`src/vts_pkg.sv`:
```
// ----------------------------------------------------------------------------
// VHDL token scanner package
// Shared widths, token and error codes, character classes and the step and
// token records that travel between the scanner's front end and back end.
// ----------------------------------------------------------------------------
package vts_pkg;

  localparam int OFFSET_W = 32;
  localparam int LINE_W   = 24;
  localparam int COL_W    = 16;

  typedef logic [OFFSET_W-1:0] off_t;
  typedef logic [LINE_W-1:0]   line_t;
  typedef logic [COL_W-1:0]    col_t;

  // Token kinds.
  localparam logic [3:0] K_IDENT   = 4'd0;
  localparam logic [3:0] K_EXTID   = 4'd1;
  localparam logic [3:0] K_INT     = 4'd2;
  localparam logic [3:0] K_REAL    = 4'd3;
  localparam logic [3:0] K_STRING  = 4'd4;
  localparam logic [3:0] K_CHAR    = 4'd5;
  localparam logic [3:0] K_SYMBOL  = 4'd6;
  localparam logic [3:0] K_INVALID = 4'd7;
  localparam logic [3:0] K_EOF     = 4'd8;

  // Error codes of invalid tokens.
  localparam logic [3:0] E_NONE        = 4'd0;
  localparam logic [3:0] E_IDENT       = 4'd1;
  localparam logic [3:0] E_EXTID_OPEN  = 4'd2;
  localparam logic [3:0] E_DEC_SEP     = 4'd3;
  localparam logic [3:0] E_BASED_OPEN  = 4'd4;
  localparam logic [3:0] E_BASED_SEP   = 4'd5;
  localparam logic [3:0] E_BEXP_EMPTY  = 4'd6;
  localparam logic [3:0] E_BEXP_SEP    = 4'd7;
  localparam logic [3:0] E_FRAC_SEP    = 4'd8;
  localparam logic [3:0] E_EXP_EMPTY   = 4'd9;
  localparam logic [3:0] E_EXP_SEP     = 4'd10;
  localparam logic [3:0] E_STRING_OPEN = 4'd11;
  localparam logic [3:0] E_BAD_CHAR    = 4'd12;

  // Input modes.
  localparam logic MODE_BYTE = 1'b0;
  localparam logic MODE_END  = 1'b1;

  // Characters.
  localparam logic [7:0] CH_NUL    = 8'h00;
  localparam logic [7:0] CH_TAB    = 8'h09;
  localparam logic [7:0] CH_LF     = 8'h0A;
  localparam logic [7:0] CH_FF     = 8'h0C;
  localparam logic [7:0] CH_CR     = 8'h0D;
  localparam logic [7:0] CH_SPACE  = 8'h20;
  localparam logic [7:0] CH_DQUOTE = 8'h22;
  localparam logic [7:0] CH_HASH   = 8'h23;
  localparam logic [7:0] CH_AMP    = 8'h26;
  localparam logic [7:0] CH_QUOTE  = 8'h27;
  localparam logic [7:0] CH_LPAR   = 8'h28;
  localparam logic [7:0] CH_RPAR   = 8'h29;
  localparam logic [7:0] CH_STAR   = 8'h2A;
  localparam logic [7:0] CH_PLUS   = 8'h2B;
  localparam logic [7:0] CH_COMMA  = 8'h2C;
  localparam logic [7:0] CH_MINUS  = 8'h2D;
  localparam logic [7:0] CH_DOT    = 8'h2E;
  localparam logic [7:0] CH_SLASH  = 8'h2F;
  localparam logic [7:0] CH_COLON  = 8'h3A;
  localparam logic [7:0] CH_SEMI   = 8'h3B;
  localparam logic [7:0] CH_LT     = 8'h3C;
  localparam logic [7:0] CH_EQ     = 8'h3D;
  localparam logic [7:0] CH_GT     = 8'h3E;
  localparam logic [7:0] CH_QMARK  = 8'h3F;
  localparam logic [7:0] CH_LBRK   = 8'h5B;
  localparam logic [7:0] CH_BSLASH = 8'h5C;
  localparam logic [7:0] CH_RBRK   = 8'h5D;
  localparam logic [7:0] CH_UNDER  = 8'h5F;
  localparam logic [7:0] CH_BAR    = 8'h7C;
  localparam logic [7:0] CH_UE     = 8'h45;
  localparam logic [7:0] CH_LE     = 8'h65;

  typedef struct packed {
    off_t  off;
    line_t line;
    col_t  col;
  } pos_t;

  // One unit of work for the back end: either one byte with its lookahead,
  // or the end-of-source finish.
  typedef struct packed {
    logic       fin;
    logic [7:0] c;
    logic [7:0] p1;
    logic [7:0] p2;
    logic [7:0] p3;
    logic       last;
  } step_t;

  typedef struct packed {
    logic [3:0] kind;
    logic [3:0] err;
    pos_t       first;
    pos_t       stop;
  } tok_t;

  function automatic logic is_alpha(input logic [7:0] c);
    return (c inside {[8'h41:8'h5A]}) || (c inside {[8'h61:8'h7A]});
  endfunction

  function automatic logic is_digit(input logic [7:0] c);
    return c inside {[8'h30:8'h39]};
  endfunction

  function automatic logic is_alnum(input logic [7:0] c);
    return is_alpha(c) || is_digit(c);
  endfunction

  function automatic logic is_space(input logic [7:0] c);
    return c inside {CH_SPACE, CH_TAB, CH_LF, CH_CR, CH_FF};
  endfunction

  function automatic logic is_exp(input logic [7:0] c);
    return (c == CH_UE) || (c == CH_LE);
  endfunction

  function automatic logic is_punct(input logic [7:0] c);
    return c inside {CH_AMP, CH_QUOTE, CH_LPAR, CH_RPAR, CH_STAR, CH_PLUS, CH_COMMA,
                     CH_MINUS, CH_DOT, CH_SLASH, CH_COLON, CH_SEMI, CH_LT, CH_EQ,
                     CH_GT, CH_BAR, CH_LBRK, CH_RBRK, CH_QMARK};
  endfunction

  function automatic logic is_compound(input logic [7:0] a, input logic [7:0] b);
    return ((a == CH_COLON) && (b == CH_EQ)) || ((a == CH_LT) && (b == CH_EQ)) ||
           ((a == CH_GT) && (b == CH_EQ)) || ((a == CH_SLASH) && (b == CH_EQ)) ||
           ((a == CH_EQ) && (b == CH_GT)) || ((a == CH_STAR) && (b == CH_STAR)) ||
           ((a == CH_LT) && (b == CH_GT));
  endfunction

  // Cursor after one byte; line and column saturate, the offset wraps.
  function automatic pos_t pos_adv(input pos_t p, input logic [7:0] c);
    pos_t r;
    r = p;
    r.off = p.off + off_t'(1);
    if (c == CH_LF) begin
      if (p.line != {LINE_W{1'b1}}) r.line = p.line + line_t'(1);
      r.col = col_t'(1);
    end else if (p.col != {COL_W{1'b1}}) begin
      r.col = p.col + col_t'(1);
    end
    return r;
  endfunction

  function automatic tok_t mk_tok(input logic [3:0] kind, input logic [3:0] err,
                                  input pos_t first, input pos_t stop);
    tok_t t;
    t.kind  = kind;
    t.err   = err;
    t.first = first;
    t.stop  = stop;
    return t;
  endfunction

endpackage

```
`src/vts_front.sv`:
```
// ----------------------------------------------------------------------------
// Scanner front end
// Holds the three-byte lookahead window and turns input beats into steps.
// An end beat is expanded into one step per held byte and a finish step.
// ----------------------------------------------------------------------------
module vts_front import vts_pkg::*; (
  input  logic       clk,
  input  logic       rst_n,
  input  logic       in_valid,
  output logic       in_ready,
  input  logic       mode,
  input  logic [7:0] source_byte,
  output logic       step_valid,
  input  logic       step_ready,
  output step_t      step
);

  logic [7:0] win_r [3];
  logic [7:0] win_nxt [3];
  logic [1:0] cnt_r, cnt_nxt;
  logic       flush_r, flush_nxt;
  logic       in_fire;

  assign in_ready = !flush_r && step_ready;
  assign in_fire  = in_valid && in_ready;

  always_comb begin
    win_nxt    = win_r;
    cnt_nxt    = cnt_r;
    flush_nxt  = flush_r;
    step_valid = 1'b0;
    step       = '0;
    if (flush_r) begin
      step_valid = 1'b1;
      if (cnt_r != 2'd0) begin
        step.c  = win_r[0];
        step.p1 = (cnt_r > 2'd1) ? win_r[1] : CH_NUL;
        step.p2 = (cnt_r > 2'd2) ? win_r[2] : CH_NUL;
      end else begin
        step.fin  = 1'b1;
        step.last = 1'b1;
      end
      if (step_ready) begin
        if (cnt_r != 2'd0) begin
          win_nxt[0] = win_r[1];
          win_nxt[1] = win_r[2];
          cnt_nxt    = cnt_r - 2'd1;
        end else begin
          flush_nxt = 1'b0;
        end
      end
    end else if (in_fire) begin
      if (mode == MODE_END) begin
        flush_nxt = 1'b1;
      end else if (cnt_r == 2'd3) begin
        step_valid = 1'b1;
        step.c     = win_r[0];
        step.p1    = win_r[1];
        step.p2    = win_r[2];
        step.p3    = source_byte;
        step.last  = 1'b1;
        win_nxt[0] = win_r[1];
        win_nxt[1] = win_r[2];
        win_nxt[2] = source_byte;
      end else begin
        win_nxt[cnt_r] = source_byte;
        cnt_nxt        = cnt_r + 2'd1;
      end
    end
  end

  always_ff @(posedge clk) begin
    win_r <= win_nxt;
    if (!rst_n) begin
      cnt_r   <= 2'd0;
      flush_r <= 1'b0;
    end else begin
      cnt_r   <= cnt_nxt;
      flush_r <= flush_nxt;
    end
  end

endmodule

```
`src/vts_queue.sv`:
```
// ----------------------------------------------------------------------------
// Step queue
// Two-entry FIFO between the front end and the back end.
// ----------------------------------------------------------------------------
module vts_queue import vts_pkg::*; (
  input  logic  clk,
  input  logic  rst_n,
  input  logic  wr_valid,
  output logic  wr_ready,
  input  step_t wr_data,
  output logic  rd_valid,
  input  logic  rd_ready,
  output step_t rd_data
);

  step_t      mem_r [2];
  logic       wp_r, rp_r;
  logic [1:0] cnt_r;
  logic       wr_fire, rd_fire;

  assign wr_ready = (cnt_r != 2'd2);
  assign rd_valid = (cnt_r != 2'd0);
  assign rd_data  = mem_r[rp_r];
  assign wr_fire  = wr_valid && wr_ready;
  assign rd_fire  = rd_valid && rd_ready;

  always_ff @(posedge clk) begin
    if (wr_fire) mem_r[wp_r] <= wr_data;
    if (!rst_n) begin
      wp_r  <= 1'b0;
      rp_r  <= 1'b0;
      cnt_r <= 2'd0;
    end else begin
      if (wr_fire) wp_r <= !wp_r;
      if (rd_fire) rp_r <= !rp_r;
      cnt_r <= cnt_r + {1'b0, wr_fire} - {1'b0, rd_fire};
    end
  end

endmodule

```
`src/vts_back.sv`:
```
// ----------------------------------------------------------------------------
// Scanner back end
// Token state machine. Each step yields at most two tokens: one closing the
// token in progress and one finished by the same byte, or the end-of-file token.
// ----------------------------------------------------------------------------
module vts_back import vts_pkg::*; (
  input  logic  clk,
  input  logic  rst_n,
  input  logic  step_valid,
  output logic  step_ready,
  input  step_t step,
  output logic  out_valid,
  input  logic  out_ready,
  output tok_t  out_tok,
  output logic  out_last
);

  typedef enum logic [18:0] {
    ST_IDLE       = 19'h00001,
    ST_COMMENT    = 19'h00002,
    ST_IDENT      = 19'h00004,
    ST_EXTID      = 19'h00008,
    ST_EXTID_ESC  = 19'h00010,
    ST_DEC        = 19'h00020,
    ST_BASED      = 19'h00040,
    ST_BASED_AFT  = 19'h00080,
    ST_BEXP_SIGN  = 19'h00100,
    ST_BEXP_FIRST = 19'h00200,
    ST_BEXP_DIG   = 19'h00400,
    ST_FRAC       = 19'h00800,
    ST_EXP_SIGN   = 19'h01000,
    ST_EXP_FIRST  = 19'h02000,
    ST_EXP_DIG    = 19'h04000,
    ST_STRING     = 19'h08000,
    ST_STR_ESC    = 19'h10000,
    ST_CHAR       = 19'h20000,
    ST_SYM2       = 19'h40000
  } scan_state_t;

  scan_state_t st_r, st_nxt;
  logic        bad_r, bad_nxt;
  logic        real_r, real_nxt;
  logic [1:0]  rem_r, rem_nxt;
  logic [7:0]  prev_r, prev_nxt;
  pos_t        cur_r, cur_nxt;
  pos_t        tst_r, tst_nxt;

  logic        out_valid_r, out_valid_nxt;
  tok_t        out_tok_r, out_tok_nxt;
  logic        out_last_r, out_last_nxt;
  logic        pend_r, pend_nxt;
  tok_t        pend_tok_r, pend_tok_nxt;
  logic        pend_last_r, pend_last_nxt;

  logic        t1_v, t2_v, done, slot_free, take;
  tok_t        t1, t2;
  logic [7:0]  c, p1, p2, p3;

  assign c  = step.c;
  assign p1 = step.p1;
  assign p2 = step.p2;
  assign p3 = step.p3;

  assign slot_free  = !out_valid_r || out_ready;
  assign take       = !pend_r && step_valid && slot_free;
  assign step_ready = !pend_r && slot_free;

  // Next scanner state and the tokens of one step.
  always_comb begin
    st_nxt   = st_r;
    bad_nxt  = bad_r;
    real_nxt = real_r;
    rem_nxt  = rem_r;
    prev_nxt = prev_r;
    cur_nxt  = cur_r;
    tst_nxt  = tst_r;
    t1_v     = 1'b0;
    t2_v     = 1'b0;
    t1       = '0;
    t2       = '0;
    done     = 1'b0;
    if (step.fin) begin
      t1_v = 1'b1;
      case (st_nxt)
        ST_IDENT:
          t1 = (bad_r || prev_r == CH_UNDER) ? mk_tok(K_INVALID, E_IDENT, tst_r, cur_r)
                                            : mk_tok(K_IDENT, E_NONE, tst_r, cur_r);
        ST_EXTID, ST_EXTID_ESC: t1 = mk_tok(K_INVALID, E_EXTID_OPEN, tst_r, cur_r);
        ST_DEC:
          t1 = bad_r ? mk_tok(K_INVALID, E_DEC_SEP, tst_r, cur_r)
                     : mk_tok(K_INT, E_NONE, tst_r, cur_r);
        ST_BASED: t1 = mk_tok(K_INVALID, E_BASED_OPEN, tst_r, cur_r);
        ST_BASED_AFT:
          t1 = mk_tok(real_r ? K_REAL : K_INT, E_NONE, tst_r, cur_r);
        ST_BEXP_SIGN, ST_BEXP_FIRST: t1 = mk_tok(K_INVALID, E_BEXP_EMPTY, tst_r, cur_r);
        ST_BEXP_DIG:
          t1 = bad_r ? mk_tok(K_INVALID, E_BEXP_SEP, tst_r, cur_r)
                     : mk_tok(K_REAL, E_NONE, tst_r, cur_r);
        ST_FRAC:
          t1 = bad_r ? mk_tok(K_INVALID, E_FRAC_SEP, tst_r, cur_r)
                     : mk_tok(K_REAL, E_NONE, tst_r, cur_r);
        ST_EXP_SIGN, ST_EXP_FIRST: t1 = mk_tok(K_INVALID, E_EXP_EMPTY, tst_r, cur_r);
        ST_EXP_DIG:
          t1 = bad_r ? mk_tok(K_INVALID, E_EXP_SEP, tst_r, cur_r)
                     : mk_tok(K_REAL, E_NONE, tst_r, cur_r);
        ST_STRING, ST_STR_ESC: t1 = mk_tok(K_INVALID, E_STRING_OPEN, tst_r, cur_r);
        ST_CHAR: t1 = mk_tok(K_CHAR, E_NONE, tst_r, cur_r);
        ST_SYM2: t1 = mk_tok(K_SYMBOL, E_NONE, tst_r, cur_r);
        default: t1_v = 1'b0;
      endcase
      t2_v          = 1'b1;
      t2            = mk_tok(K_EOF, E_NONE, cur_r, cur_r);
      // The block starts a fresh source after the end-of-file token.
      st_nxt        = ST_IDLE;
      bad_nxt       = 1'b0;
      real_nxt      = 1'b0;
      rem_nxt       = 2'd0;
      prev_nxt      = CH_NUL;
      cur_nxt.off   = '0;
      cur_nxt.line  = line_t'(1);
      cur_nxt.col   = col_t'(1);
    end else begin
      // Transitions that consume nothing or only an exponent sign.
      case (st_nxt)
        ST_COMMENT: if (c == CH_LF) st_nxt = ST_IDLE;
        ST_BEXP_SIGN, ST_EXP_SIGN: begin
          if (c == CH_PLUS || c == CH_MINUS) begin
            cur_nxt  = pos_adv(cur_nxt, c);
            prev_nxt = c;
            done     = 1'b1;
          end
          st_nxt = (st_r == ST_BEXP_SIGN) ? ST_BEXP_FIRST : ST_EXP_FIRST;
        end
        default: ;
      endcase
      // A byte that cannot extend the current token closes it.
      if (!done) begin
        case (st_nxt)
          ST_IDENT:
            if (!(is_alnum(c) || c == CH_UNDER)) begin
              t1_v = 1'b1;
              t1 = (bad_nxt || prev_nxt == CH_UNDER)
                   ? mk_tok(K_INVALID, E_IDENT, tst_nxt, cur_nxt)
                   : mk_tok(K_IDENT, E_NONE, tst_nxt, cur_nxt);
            end
          ST_DEC:
            if (!(is_digit(c) || c == CH_UNDER)) begin
              if (bad_nxt) begin
                t1_v = 1'b1;
                t1   = mk_tok(K_INVALID, E_DEC_SEP, tst_nxt, cur_nxt);
              end else if (!(c == CH_HASH || (c == CH_DOT && is_digit(p1)) || is_exp(c))) begin
                t1_v = 1'b1;
                t1   = mk_tok(K_INT, E_NONE, tst_nxt, cur_nxt);
              end
            end
          ST_BASED_AFT:
            if (!is_exp(c)) begin
              t1_v = 1'b1;
              t1   = mk_tok(real_nxt ? K_REAL : K_INT, E_NONE, tst_nxt, cur_nxt);
            end
          ST_BEXP_FIRST, ST_EXP_FIRST:
            if (!is_digit(c)) begin
              t1_v = 1'b1;
              t1   = mk_tok(K_INVALID, (st_nxt == ST_BEXP_FIRST) ? E_BEXP_EMPTY : E_EXP_EMPTY,
                            tst_nxt, cur_nxt);
            end
          ST_BEXP_DIG, ST_EXP_DIG:
            if (!(is_digit(c) || c == CH_UNDER)) begin
              t1_v = 1'b1;
              if (bad_nxt)
                t1 = mk_tok(K_INVALID, (st_nxt == ST_BEXP_DIG) ? E_BEXP_SEP : E_EXP_SEP,
                            tst_nxt, cur_nxt);
              else
                t1 = mk_tok(K_REAL, E_NONE, tst_nxt, cur_nxt);
            end
          ST_FRAC:
            if (!(is_digit(c) || c == CH_UNDER)) begin
              if (bad_nxt) begin
                t1_v = 1'b1;
                t1   = mk_tok(K_INVALID, E_FRAC_SEP, tst_nxt, cur_nxt);
              end else if (!is_exp(c)) begin
                t1_v = 1'b1;
                t1   = mk_tok(K_REAL, E_NONE, tst_nxt, cur_nxt);
              end
            end
          default: ;
        endcase
        if (t1_v) begin
          st_nxt   = ST_IDLE;
          bad_nxt  = 1'b0;
          real_nxt = 1'b0;
          rem_nxt  = 2'd0;
        end
      end
      // Consume the byte.
      if (!done) begin
        case (st_nxt)
          ST_IDLE: begin
            if (is_space(c)) begin
              // Whitespace only moves the cursor.
            end else if (c == CH_MINUS && p1 == CH_MINUS) begin
              st_nxt = ST_COMMENT;
            end else begin
              tst_nxt  = cur_nxt;
              bad_nxt  = 1'b0;
              real_nxt = 1'b0;
              rem_nxt  = 2'd0;
              if (is_alpha(c)) st_nxt = ST_IDENT;
              else if (c == CH_BSLASH) st_nxt = ST_EXTID;
              else if (is_digit(c)) st_nxt = ST_DEC;
              else if (c == CH_DQUOTE) st_nxt = ST_STRING;
              else if (c == CH_QUOTE && p1 == CH_QUOTE && p2 == CH_QUOTE && p3 == CH_QUOTE) begin
                rem_nxt = 2'd3;
                st_nxt  = ST_CHAR;
              end else if (c == CH_QUOTE && p1 != CH_NUL && p2 == CH_QUOTE && p1 != CH_LF) begin
                rem_nxt = 2'd2;
                st_nxt  = ST_CHAR;
              end else if (is_punct(c) && is_compound(c, p1)) begin
                st_nxt = ST_SYM2;
              end else begin
                t2_v = 1'b1;
                t2   = mk_tok(is_punct(c) ? K_SYMBOL : K_INVALID,
                              is_punct(c) ? E_NONE : E_BAD_CHAR,
                              cur_nxt, pos_adv(cur_nxt, c));
              end
            end
          end
          ST_IDENT: if (c == CH_UNDER && prev_nxt == CH_UNDER) bad_nxt = 1'b1;
          ST_EXTID:
            if (c == CH_BSLASH) begin
              if (p1 == CH_BSLASH) st_nxt = ST_EXTID_ESC;
              else begin
                t2_v = 1'b1;
                t2   = mk_tok(K_EXTID, E_NONE, tst_nxt, pos_adv(cur_nxt, c));
              end
            end
          ST_EXTID_ESC: st_nxt = ST_EXTID;
          ST_DEC:
            if (is_digit(c) || c == CH_UNDER) begin
              if (c == CH_UNDER && !(is_digit(prev_nxt) && is_digit(p1))) bad_nxt = 1'b1;
            end else if (c == CH_HASH) begin
              bad_nxt  = 1'b0;
              real_nxt = 1'b0;
              st_nxt   = ST_BASED;
            end else if (c == CH_DOT) begin
              st_nxt = ST_FRAC;
            end else begin
              st_nxt = ST_EXP_SIGN;
            end
          ST_BASED:
            if (c != CH_HASH) begin
              if (c == CH_DOT) real_nxt = 1'b1;
              if (c == CH_UNDER && !(is_alnum(prev_nxt) && is_alnum(p1))) bad_nxt = 1'b1;
            end else if (bad_nxt) begin
              t2_v = 1'b1;
              t2   = mk_tok(K_INVALID, E_BASED_SEP, tst_nxt, pos_adv(cur_nxt, c));
            end else begin
              st_nxt = ST_BASED_AFT;
            end
          ST_BASED_AFT: begin
            real_nxt = 1'b1;
            st_nxt   = ST_BEXP_SIGN;
          end
          ST_BEXP_FIRST: st_nxt = ST_BEXP_DIG;
          ST_EXP_FIRST:  st_nxt = ST_EXP_DIG;
          ST_BEXP_DIG, ST_EXP_DIG, ST_FRAC:
            if (is_digit(c) || c == CH_UNDER) begin
              if (c == CH_UNDER && !(is_digit(prev_nxt) && is_digit(p1))) bad_nxt = 1'b1;
            end else begin
              st_nxt = ST_EXP_SIGN;
            end
          ST_STRING:
            if (c == CH_DQUOTE) begin
              if (p1 == CH_DQUOTE) st_nxt = ST_STR_ESC;
              else begin
                t2_v = 1'b1;
                t2   = mk_tok(K_STRING, E_NONE, tst_nxt, pos_adv(cur_nxt, c));
              end
            end
          ST_STR_ESC: st_nxt = ST_STRING;
          ST_CHAR:
            if (rem_nxt <= 2'd1) begin
              t2_v = 1'b1;
              t2   = mk_tok(K_CHAR, E_NONE, tst_nxt, pos_adv(cur_nxt, c));
            end else begin
              rem_nxt = rem_nxt - 2'd1;
            end
          ST_SYM2: begin
            t2_v = 1'b1;
            t2   = mk_tok(K_SYMBOL, E_NONE, tst_nxt, pos_adv(cur_nxt, c));
          end
          default: ;
        endcase
        cur_nxt  = pos_adv(cur_nxt, c);
        prev_nxt = c;
        if (t2_v) begin
          st_nxt   = ST_IDLE;
          bad_nxt  = 1'b0;
          real_nxt = 1'b0;
          rem_nxt  = 2'd0;
        end
      end
    end
  end

  // Output register plus one holding slot for the second token of a step.
  always_comb begin
    out_valid_nxt = out_valid_r && !out_ready;
    out_tok_nxt   = out_tok_r;
    out_last_nxt  = out_last_r;
    pend_nxt      = pend_r;
    pend_tok_nxt  = pend_tok_r;
    pend_last_nxt = pend_last_r;
    if (pend_r && slot_free) begin
      out_valid_nxt = 1'b1;
      out_tok_nxt   = pend_tok_r;
      out_last_nxt  = pend_last_r;
      pend_nxt      = 1'b0;
    end else if (take && (t1_v || t2_v)) begin
      out_valid_nxt = 1'b1;
      out_tok_nxt   = t1_v ? t1 : t2;
      out_last_nxt  = step.last && !(t1_v && t2_v);
      if (t1_v && t2_v) begin
        pend_nxt      = 1'b1;
        pend_tok_nxt  = t2;
        pend_last_nxt = step.last;
      end
    end
  end

  always_ff @(posedge clk) begin
    out_tok_r   <= out_tok_nxt;
    out_last_r  <= out_last_nxt;
    pend_tok_r  <= pend_tok_nxt;
    pend_last_r <= pend_last_nxt;
    if (take) tst_r <= tst_nxt;
    if (!rst_n) begin
      st_r        <= ST_IDLE;
      bad_r       <= 1'b0;
      real_r      <= 1'b0;
      rem_r       <= 2'd0;
      prev_r      <= CH_NUL;
      cur_r.off   <= '0;
      cur_r.line  <= line_t'(1);
      cur_r.col   <= col_t'(1);
      out_valid_r <= 1'b0;
      pend_r      <= 1'b0;
    end else begin
      if (take) begin
        st_r   <= st_nxt;
        bad_r  <= bad_nxt;
        real_r <= real_nxt;
        rem_r  <= rem_nxt;
        prev_r <= prev_nxt;
        cur_r  <= cur_nxt;
      end
      out_valid_r <= out_valid_nxt;
      pend_r      <= pend_nxt;
    end
  end

  assign out_valid = out_valid_r;
  assign out_tok   = out_tok_r;
  assign out_last  = out_last_r;

endmodule

```
`src/vhdl_token_scanner.sv`:
```
// ----------------------------------------------------------------------------
// VHDL token scanner
// Streams VHDL source bytes in and token records out.
//
//   channel  direction  beat contents
//   in_      input      mode, source_byte
//   out_     output     token_kind, error_code, position fields, last_of_run
//
// A source byte beat can be taken every cycle while the step queue has room
// and no end beat drains. A byte's step passes through the step queue, and
// the back end registers its tokens into the output register as it scans the
// byte; a byte that closes one token and forms another parks the second in
// the back end's holding slot. An end beat occupies the front end while the
// window drains and the end-of-file finish step is sent. Reset is synchronous;
// the block can take a beat as soon as reset is released. Stalls on the output
// back up through the two-entry step queue to in_ready.
// ----------------------------------------------------------------------------
module vhdl_token_scanner import vts_pkg::*; (
  input  logic          clk,
  input  logic          rst_n,
  input  logic          in_valid,
  output logic          in_ready,
  input  logic          in_mode,
  input  logic [7:0]    in_source_byte,
  output logic          out_valid,
  input  logic          out_ready,
  output logic [3:0]    out_token_kind,
  output logic [3:0]    out_error_code,
  output off_t          out_start_offset,
  output off_t          out_token_length,
  output line_t         out_start_line,
  output col_t          out_start_column,
  output line_t         out_end_line,
  output col_t          out_end_column,
  output logic          out_last_of_run
);

  step_t f_step, q_step;
  logic  f_valid, f_ready, q_valid, q_ready;
  tok_t  tok;

  vts_front u_front (
    .clk        (clk),
    .rst_n      (rst_n),
    .in_valid   (in_valid),
    .in_ready   (in_ready),
    .mode       (in_mode),
    .source_byte(in_source_byte),
    .step_valid (f_valid),
    .step_ready (f_ready),
    .step       (f_step)
  );

  vts_queue u_queue (
    .clk     (clk),
    .rst_n   (rst_n),
    .wr_valid(f_valid),
    .wr_ready(f_ready),
    .wr_data (f_step),
    .rd_valid(q_valid),
    .rd_ready(q_ready),
    .rd_data (q_step)
  );

  vts_back u_back (
    .clk       (clk),
    .rst_n     (rst_n),
    .step_valid(q_valid),
    .step_ready(q_ready),
    .step      (q_step),
    .out_valid (out_valid),
    .out_ready (out_ready),
    .out_tok   (tok),
    .out_last  (out_last_of_run)
  );

  assign out_token_kind   = tok.kind;
  assign out_error_code   = tok.err;
  assign out_start_offset = tok.first.off;
  assign out_token_length = tok.stop.off - tok.first.off;
  assign out_start_line   = tok.first.line;
  assign out_start_column = tok.first.col;
  assign out_end_line     = tok.stop.line;
  assign out_end_column   = tok.stop.col;

endmodule

```
`config.mk`:
```
export PLATFORM = sky130hd
export DESIGN_NAME = vhdl_token_scanner
export DESIGN_NICKNAME = d
export VERILOG_FILES = /design/src/vts_pkg.sv /design/src/vts_front.sv /design/src/vts_queue.sv /design/src/vts_back.sv /design/src/vhdl_token_scanner.sv
export SDC_FILE = /design/constraint.sdc
export NUM_CORES = 2
export LEC_CHECK = 0
export BUFFER_PORTS_ARGS = -buffer_cell sky130_fd_sc_hd__buf_4
export CAP_MARGIN = 5
export CORE_MARGIN = 4
export CORE_UTILIZATION = 40
export DETAILED_ROUTE_END_ITERATION = 10
export PLACE_DENSITY = 0.62
export SLEW_MARGIN = 30
export SYNTH_ARGS = -nofsm -noshare
export SYNTH_HDL_FRONTEND = slang
export SYNTH_SLANG_ARGS = --single-unit
```
`constraint.sdc`:
```
create_clock -name clk -period 20.3 [get_ports clk]
set_input_delay 6.09 -clock clk [delete_from_list [all_inputs] [get_ports clk]]
set_output_delay 6.09 -clock clk [all_outputs]
set_load 0.005 [all_outputs]
```
# After elaboration in Yosys (flattened, before gate mapping)
# Memories as Yosys holds them, arrays and structs flattened. A register that Yosys moved wholly into a read port is not among the register bits.
# Index checks and enable logic that the tools add are counted.
dict set report word_totals {
  register_bits 514
  mem_bits_rw 68
  inputBits 13
  output_inout_bits 155
  word_cells 498
  memories 1
}
# name depth width rd rd_ports_with_merged_regs write_ports line
set mem_list {}
lappend mem_list {u_queue.mem_r 2 34 1 1 1 vts_queue.sv:16} ;# step_t mem_r [2];
dict set report classes {
  n_addsub 12
  magnitude_cmp 23
  n_eq_ne 95
  muxes 222
  bitwise_logic 9
  n_reduce_logical 97
}
# op count
set op_table {}
lappend op_table {{152-bit 2-to-1 mux} 26}
lappend op_table {{152-bit case mux with 13 select lines} 1}
lappend op_table {{152-bit case mux with 6 select lines} 2}
lappend op_table {{151-bit 2-to-1 mux} 11}
lappend op_table {{19-bit 2-to-1 mux} 26}
lappend op_table {{72-bit 2-to-1 mux} 5}
lappend op_table {{150-bit 2-to-1 mux} 2}
lappend op_table {{8-bit by 6-bit equality test with 1-bit output (second input constant)} 27}
lappend op_table {{24-bit 2-to-1 mux} 9}
lappend op_table {{19-bit case mux with 11 select lines} 1}
lappend op_table {{149-bit 2-to-1 mux} 1}
lappend op_table {{16-bit 2-to-1 mux} 7}
lappend op_table {{33-bit 2-to-1 mux} 3}
lappend op_table {{1-bit 2-to-1 mux} 85}
lappend op_table {{8-bit by 7-bit equality test with 1-bit output (second input constant)} 10}
lappend op_table {{8-bit 2-to-1 mux} 9}
lappend op_table {{32-bit by 1-bit adder with 32-bit output (second input constant)} 2}
lappend op_table {{19-bit by 10-bit equality test with 1-bit output (second input constant)} 3}
lappend op_table {{19-bit by 11-bit equality test with 1-bit output (second input constant)} 3}
lappend op_table {{19-bit by 12-bit equality test with 1-bit output (second input constant)} 3}
lappend op_table {{19-bit by 14-bit equality test with 1-bit output (second input constant)} 3}
lappend op_table {{19-bit by 15-bit equality test with 1-bit output (second input constant)} 3}
lappend op_table {{19-bit by 3-bit equality test with 1-bit output (second input constant)} 3}
lappend op_table {{19-bit by 6-bit equality test with 1-bit output (second input constant)} 3}
lappend op_table {{other kinds (64)} 210}

# Depth between registers and ports, before layout
dict set report depth {
  word_depth 28
  depth_mapped 19
  ltp_nobuf 16
}

# Cells and area by module
# Synthesis repeated with hierarchy kept, for this count alone.
dict set report unflattened {
  cells_unflattened 3694
  area_unflattened_um2 34131.5
}
# mod instances cells_per_inst area_each_um2 seq_area_each_um2
set modules_own_cells {}
lappend modules_own_cells {vts_back 1 3146 28046.9 13422.9}
lappend modules_own_cells {vts_queue 1 136 2722.6 2142.1}
lappend modules_own_cells {vhdl_token_scanner 1 279 1839.3 0.0}
lappend modules_own_cells {vts_front 1 133 1522.7 780.7}

# Worst setup path after synthesis
# OpenSTA, ideal clock, no wires.
dict set report synth_timing {
  kind {input to register}
  startpoint {input port out_ready}
  endpoint {register u_back.pend_last_r (enable)}
  setup_time_ns 0.852
  arrival_time_ns 17.031
  t_required_ns 19.448
  slack_ns 2.417
  path_stages 5
  path_buffers 1
  path_cell_list {nand2b_1 > nor2b_1 > o21ai_1 > clkbuf_1 > nor3_1}
}
dict set report synth_via {
  elab_chain_cells 4
  elab_cells_between_ends 6
  cone_classes {bitwise (1); reduce/logical (5)}
}
# item line
set synth_lines {}
lappend synth_lines {{from (decl)} vhdl_token_scanner.sv:26} ;# input logic out_ready,
lappend synth_lines {{1-bit logical OR *} vts_back.sv:64} ;# assign slot_free = !out_valid_r || out_ready;
lappend synth_lines {{1-bit logical AND (on tied branches)} {vts_back.sv:65, vts_back.sv:314}}
lappend synth_lines {{1-bit logical AND / 1-bit NOT (equally long branches)} --}
lappend synth_lines {{3-bit AND reduction (no source line) *} --}
lappend synth_lines {{to (signal assigned)} vts_back.sv:335} ;# pend_last_r <= pend_last_nxt;
lappend synth_lines {{to (decl)} vts_back.sv:53} ;# logic pend_last_r, pend_last_nxt;
# Mark *: on every way between the ends. The rest lies on a longest branch, timed or not.
# A chain may end at the register's enable or synchronous reset.

# Worst setup path in the final report
dict set report layout_timing {
  startpoint {register u_back.out_tok_r, in the netlist u_back.out_tok[113]}
  endpoint {output port out_token_length[31]}
}
dict set report layout_via {
  elab_chain_cells 1
}
# item line
set layout_lines {}
lappend layout_lines {{from (decl)} vts_back.sv:49} ;# tok_t out_tok_r, out_tok_nxt;
lappend layout_lines {{from (signal assigned)} vts_back.sv:332} ;# out_tok_r <= out_tok_nxt;
lappend layout_lines {{32-bit subtractor} vhdl_token_scanner.sv:80} ;# assign out_token_length = tok.stop.off - tok.first.off;
lappend layout_lines {{to (decl)} vhdl_token_scanner.sv:30} ;# output off_t out_token_length,
# No other way between the ends.

==> flow_summary.yaml <==
worst_setup_path:
  r2r-end: "u_back.out_tok[24]"
  r2r_setup_slack_ns: 13.83
  max_stage_delay_ns: 0.52
  critPathTopFamily: "compound AO/OA/AOI/OAI gates"
  critPathBufInv: 2
  crit_required_ns: 14.21
  crit_path_cell_trace: "inv_1 -> ha_1 -> nor2b_1 -> o21ai_0 -> a21boi_0 -> o41ai_1 -> a311oi_1 -> a211oi_1 -> o21ai_0 -> nand2_1 -> a21oi_1 -> a21o_1 -> a21oi_1 -> xnor2_1 -> buf_4"
  r2r_cells: 15
  cp.arrival_ns: 4.38
  cp_max_fo: 3
  critical_path_class: "reg2out"
  end_kind: "primary output"
  cp_slowest_cell: "o41ai_1"
  start_kind: "flip-flop"
cts:
  htree_num_levels: 3
  hold_buffers: 0
  post_cts_resized: 0
  cts_tree: "built"
  ctsRootBufferMaster: "clkbuf_16"
  post_cts_buffers: 0
  clkSinkCount: 582
  cts_buffer_depth: 3
  cts_buffers: 68
  clk_latency_ns: 0.61
  path_clk_slew_ns: 0.06
place:
  dpl_cell_area_um2: 35040
  dp_cells: 4519
  post-place-ws_ns: 10.37
  place.gp.congestion: 0.9574
  port-buffer-count: 167
  dp_hpwl_um: 70190
grt:
  grtUsageTotal_pct: 22.32
  overflow: 0
  grt_pass1_vias: 26010
  grt_first_pass_wirelength_um: 157900
  grt_max_degree: 88
  antenna_found_initial: 3
finish:
  antenna_cells: 0
  fillers: 8098
  fin_area_um2: 37250
  drive_above_1_share_pct: 12.31
  fin_cells: 4642
  syn2layout_area_growth_pct: 9.932
  fin_util_pct: 44.44
  final_nets: 3512
yosys:
  post-synth-top-count-cell: "edfxtp_1"
  ys_ff_latch: 582
  synth_fp_nets: 3604
  ys_seq_area_share_pct: 48.24
  synth_cell_types: 113
  syn_area_um2: 33890
  synth-async-reset-ratio_pct: 0
  yosys.area.top_type: "edfxtp_1"
  yosys-top-cells-count: "edfxtp_1 (469), nor2_1 (370), nand2_1 (361)"
  synth_edf_count: 469
  netlist.area_leader.share_pct: 41.56
  syn_area_per_cell_um2: 9.554
  netlist_instances: 3547
  yosys_warnings: 0
  synth_area_leaders: "edfxtp_1 (42%), dfxtp_1 (6.7%), nor2_1 (4.1%)"
  ys.flop_type: "edfxtp_1"
die:
  die_area_um2: 89440
  core_um2: 83820
  fp.dieH_um: 299.1
  row_count: 106
  initial_core_util_pct: 40.43
  io_pins: 168
  die_x_um: 299.1
timing:
  worstMarginPinSlew_ns: 1.097
  skew_ns: 0.02787
  finalCritPeriodShare_pct: 51.58
  maxSlewHeadroom_pct: 26.30
  hold_violations: 0
  tns_ns: 0
  rsz0062_at_grt: "no"
  setup_viol: 0
  slew_viol_final: 0
  min_period_ns: 10.47
  fmax_mhz: 95.50
  timing.hold.ws_ns: 0.5021
  fin_ws_ns: 9.829
route:
  viasPerCell: 5.841
  first_pass_iters: 6
  drt_iter0_markers: 2803
  drc: 0
  wl_um: 103300
  route.vias.total: 27120
  antenna_left: 0
  wl_per_cell_um: 22.25
worst_hold_path:
  hp-class: "reg2reg"
  hold_end: "u_back.rem_r[0]"
  min_from: "u_back.rem_r[0]"
  min_path_cells: 2
job:
  drv_cap: 0
power_and_ir_drop:
  power_mw: 4.903
  peakVddDrop_uv: 86.98
  powerDensity_nw_per_um2: 131.6
  p_leak_nw: 13.67
run_status:
  status: "finished clean"
## layout make-up
| type | instances | area, µm² | area share (%) |
|---|---|---|---|
| Inverter | 109 | 410.4 | 1.102 |
| Timing Repair Buffer | 220 | 1687 | 4.527 |
| Clock buffer | 84 | 1826 | 4.900 |
| Sequential cell | 582 | 16350 | 43.88 |
| Clock inverter | 39 | 360.3 | 0.9673 |
| Tap cell | 1134 | 1419 | 3.809 |
| Multi-Input combinational cell | 2474 | 15200 | 40.81 |
## flip-flops by register name (all words and copies together), names as in the netlist, 2 cells and up, named ones only
register,flops
u_back.prev_r,8
u_back.tst_r,72
u_back.st_r,19
u_queue.mem_r,68
u_back.pend_tok_r,151
u_back.out_tok,152
u_queue.cnt_r,2
u_back.rem_r,2
u_front.win_r,24
u_front.cnt_r,2
u_back.cur_r,72
## worst register-to-register path, delay by kind of cell, from the launching register on
family / cells / cell delay, ns
AOI/OAI and AO/OA: 5 / 1.24
DFF: 1 / 0.31
and+or+nand+nor: 6 / 2.97
buffers and inverters: 4 / 1.74
## routing by layer
| metal | track usage (%) | wire [µm] | up-vias |
|---|---|---|---|
| met1 | 30.20 | 44210 | 13070 |
| met5 | 0 | 13 | - |
| met4 | 7.760 | 3267 | 2 |
| li1 | - | - | 12690 |
| met3 | 3.868 | 7882 | 204 |
| met2 | 36.30 | 47920 | 1156 |
## worst max path at each step
stage,start,to,depth (start not counted)
finish,u_back.out_tok[113],out_token_length[31],15
CTS,u_back.out_tok[113],out_token_length[31],15
global route,u_back.out_tok[113],out_token_length[31],15
floorplan,out_ready,u_back.pend_last_r,5
global placement,u_back.out_tok[113],out_token_length[31],15
detailed placement,u_back.out_tok[113],out_token_length[31],15
## power by group
group	internal, mW	switching, mW	leakage [nW]
clock	0.707	0.507	1.06
sequential	1.65	0.127	5.38
combinational	0.741	1.17	7.22
total	3.10	1.81	13.7
## placed cells by master (no fill, tap or decap), types with 73 or more instances in the layout
cell type | netlist | layout
a21o_1 | 73 | 73
inv_1 | 108 | 107
a21oi_1 | 162 | 161
xnor2_1 | 93 | 93
dfxtp_1 | 113 | 112
nor2_1 | 370 | 368
o21ai_0 | 184 | 183
edfxtp_1 | 469 | 469
nand3_1 | 85 | 85
nor2b_1 | 76 | 76
nor3_1 | 149 | 146
buf_4 | 129 | 215
nand2_1 | 361 | 357
## cells by family (layout without fill, tap and decap cells)
kind of cell               count (synthesis)  count (layout)  share of synthesized area (%)
and+or+nand+nor                         1384            1384                          20.55
AOI/OAI and AO/OA                        852             852                          17.00
DFF                                      582             582                          48.24
buffers and inverters                    491             452                          7.229
xor gates and xnor gates                 124             124                          3.227
muxes                                     70              70                          2.116
adders and majority gates                 44              44                          1.647
No activity file was read; power rests on OpenSTA's default activity.
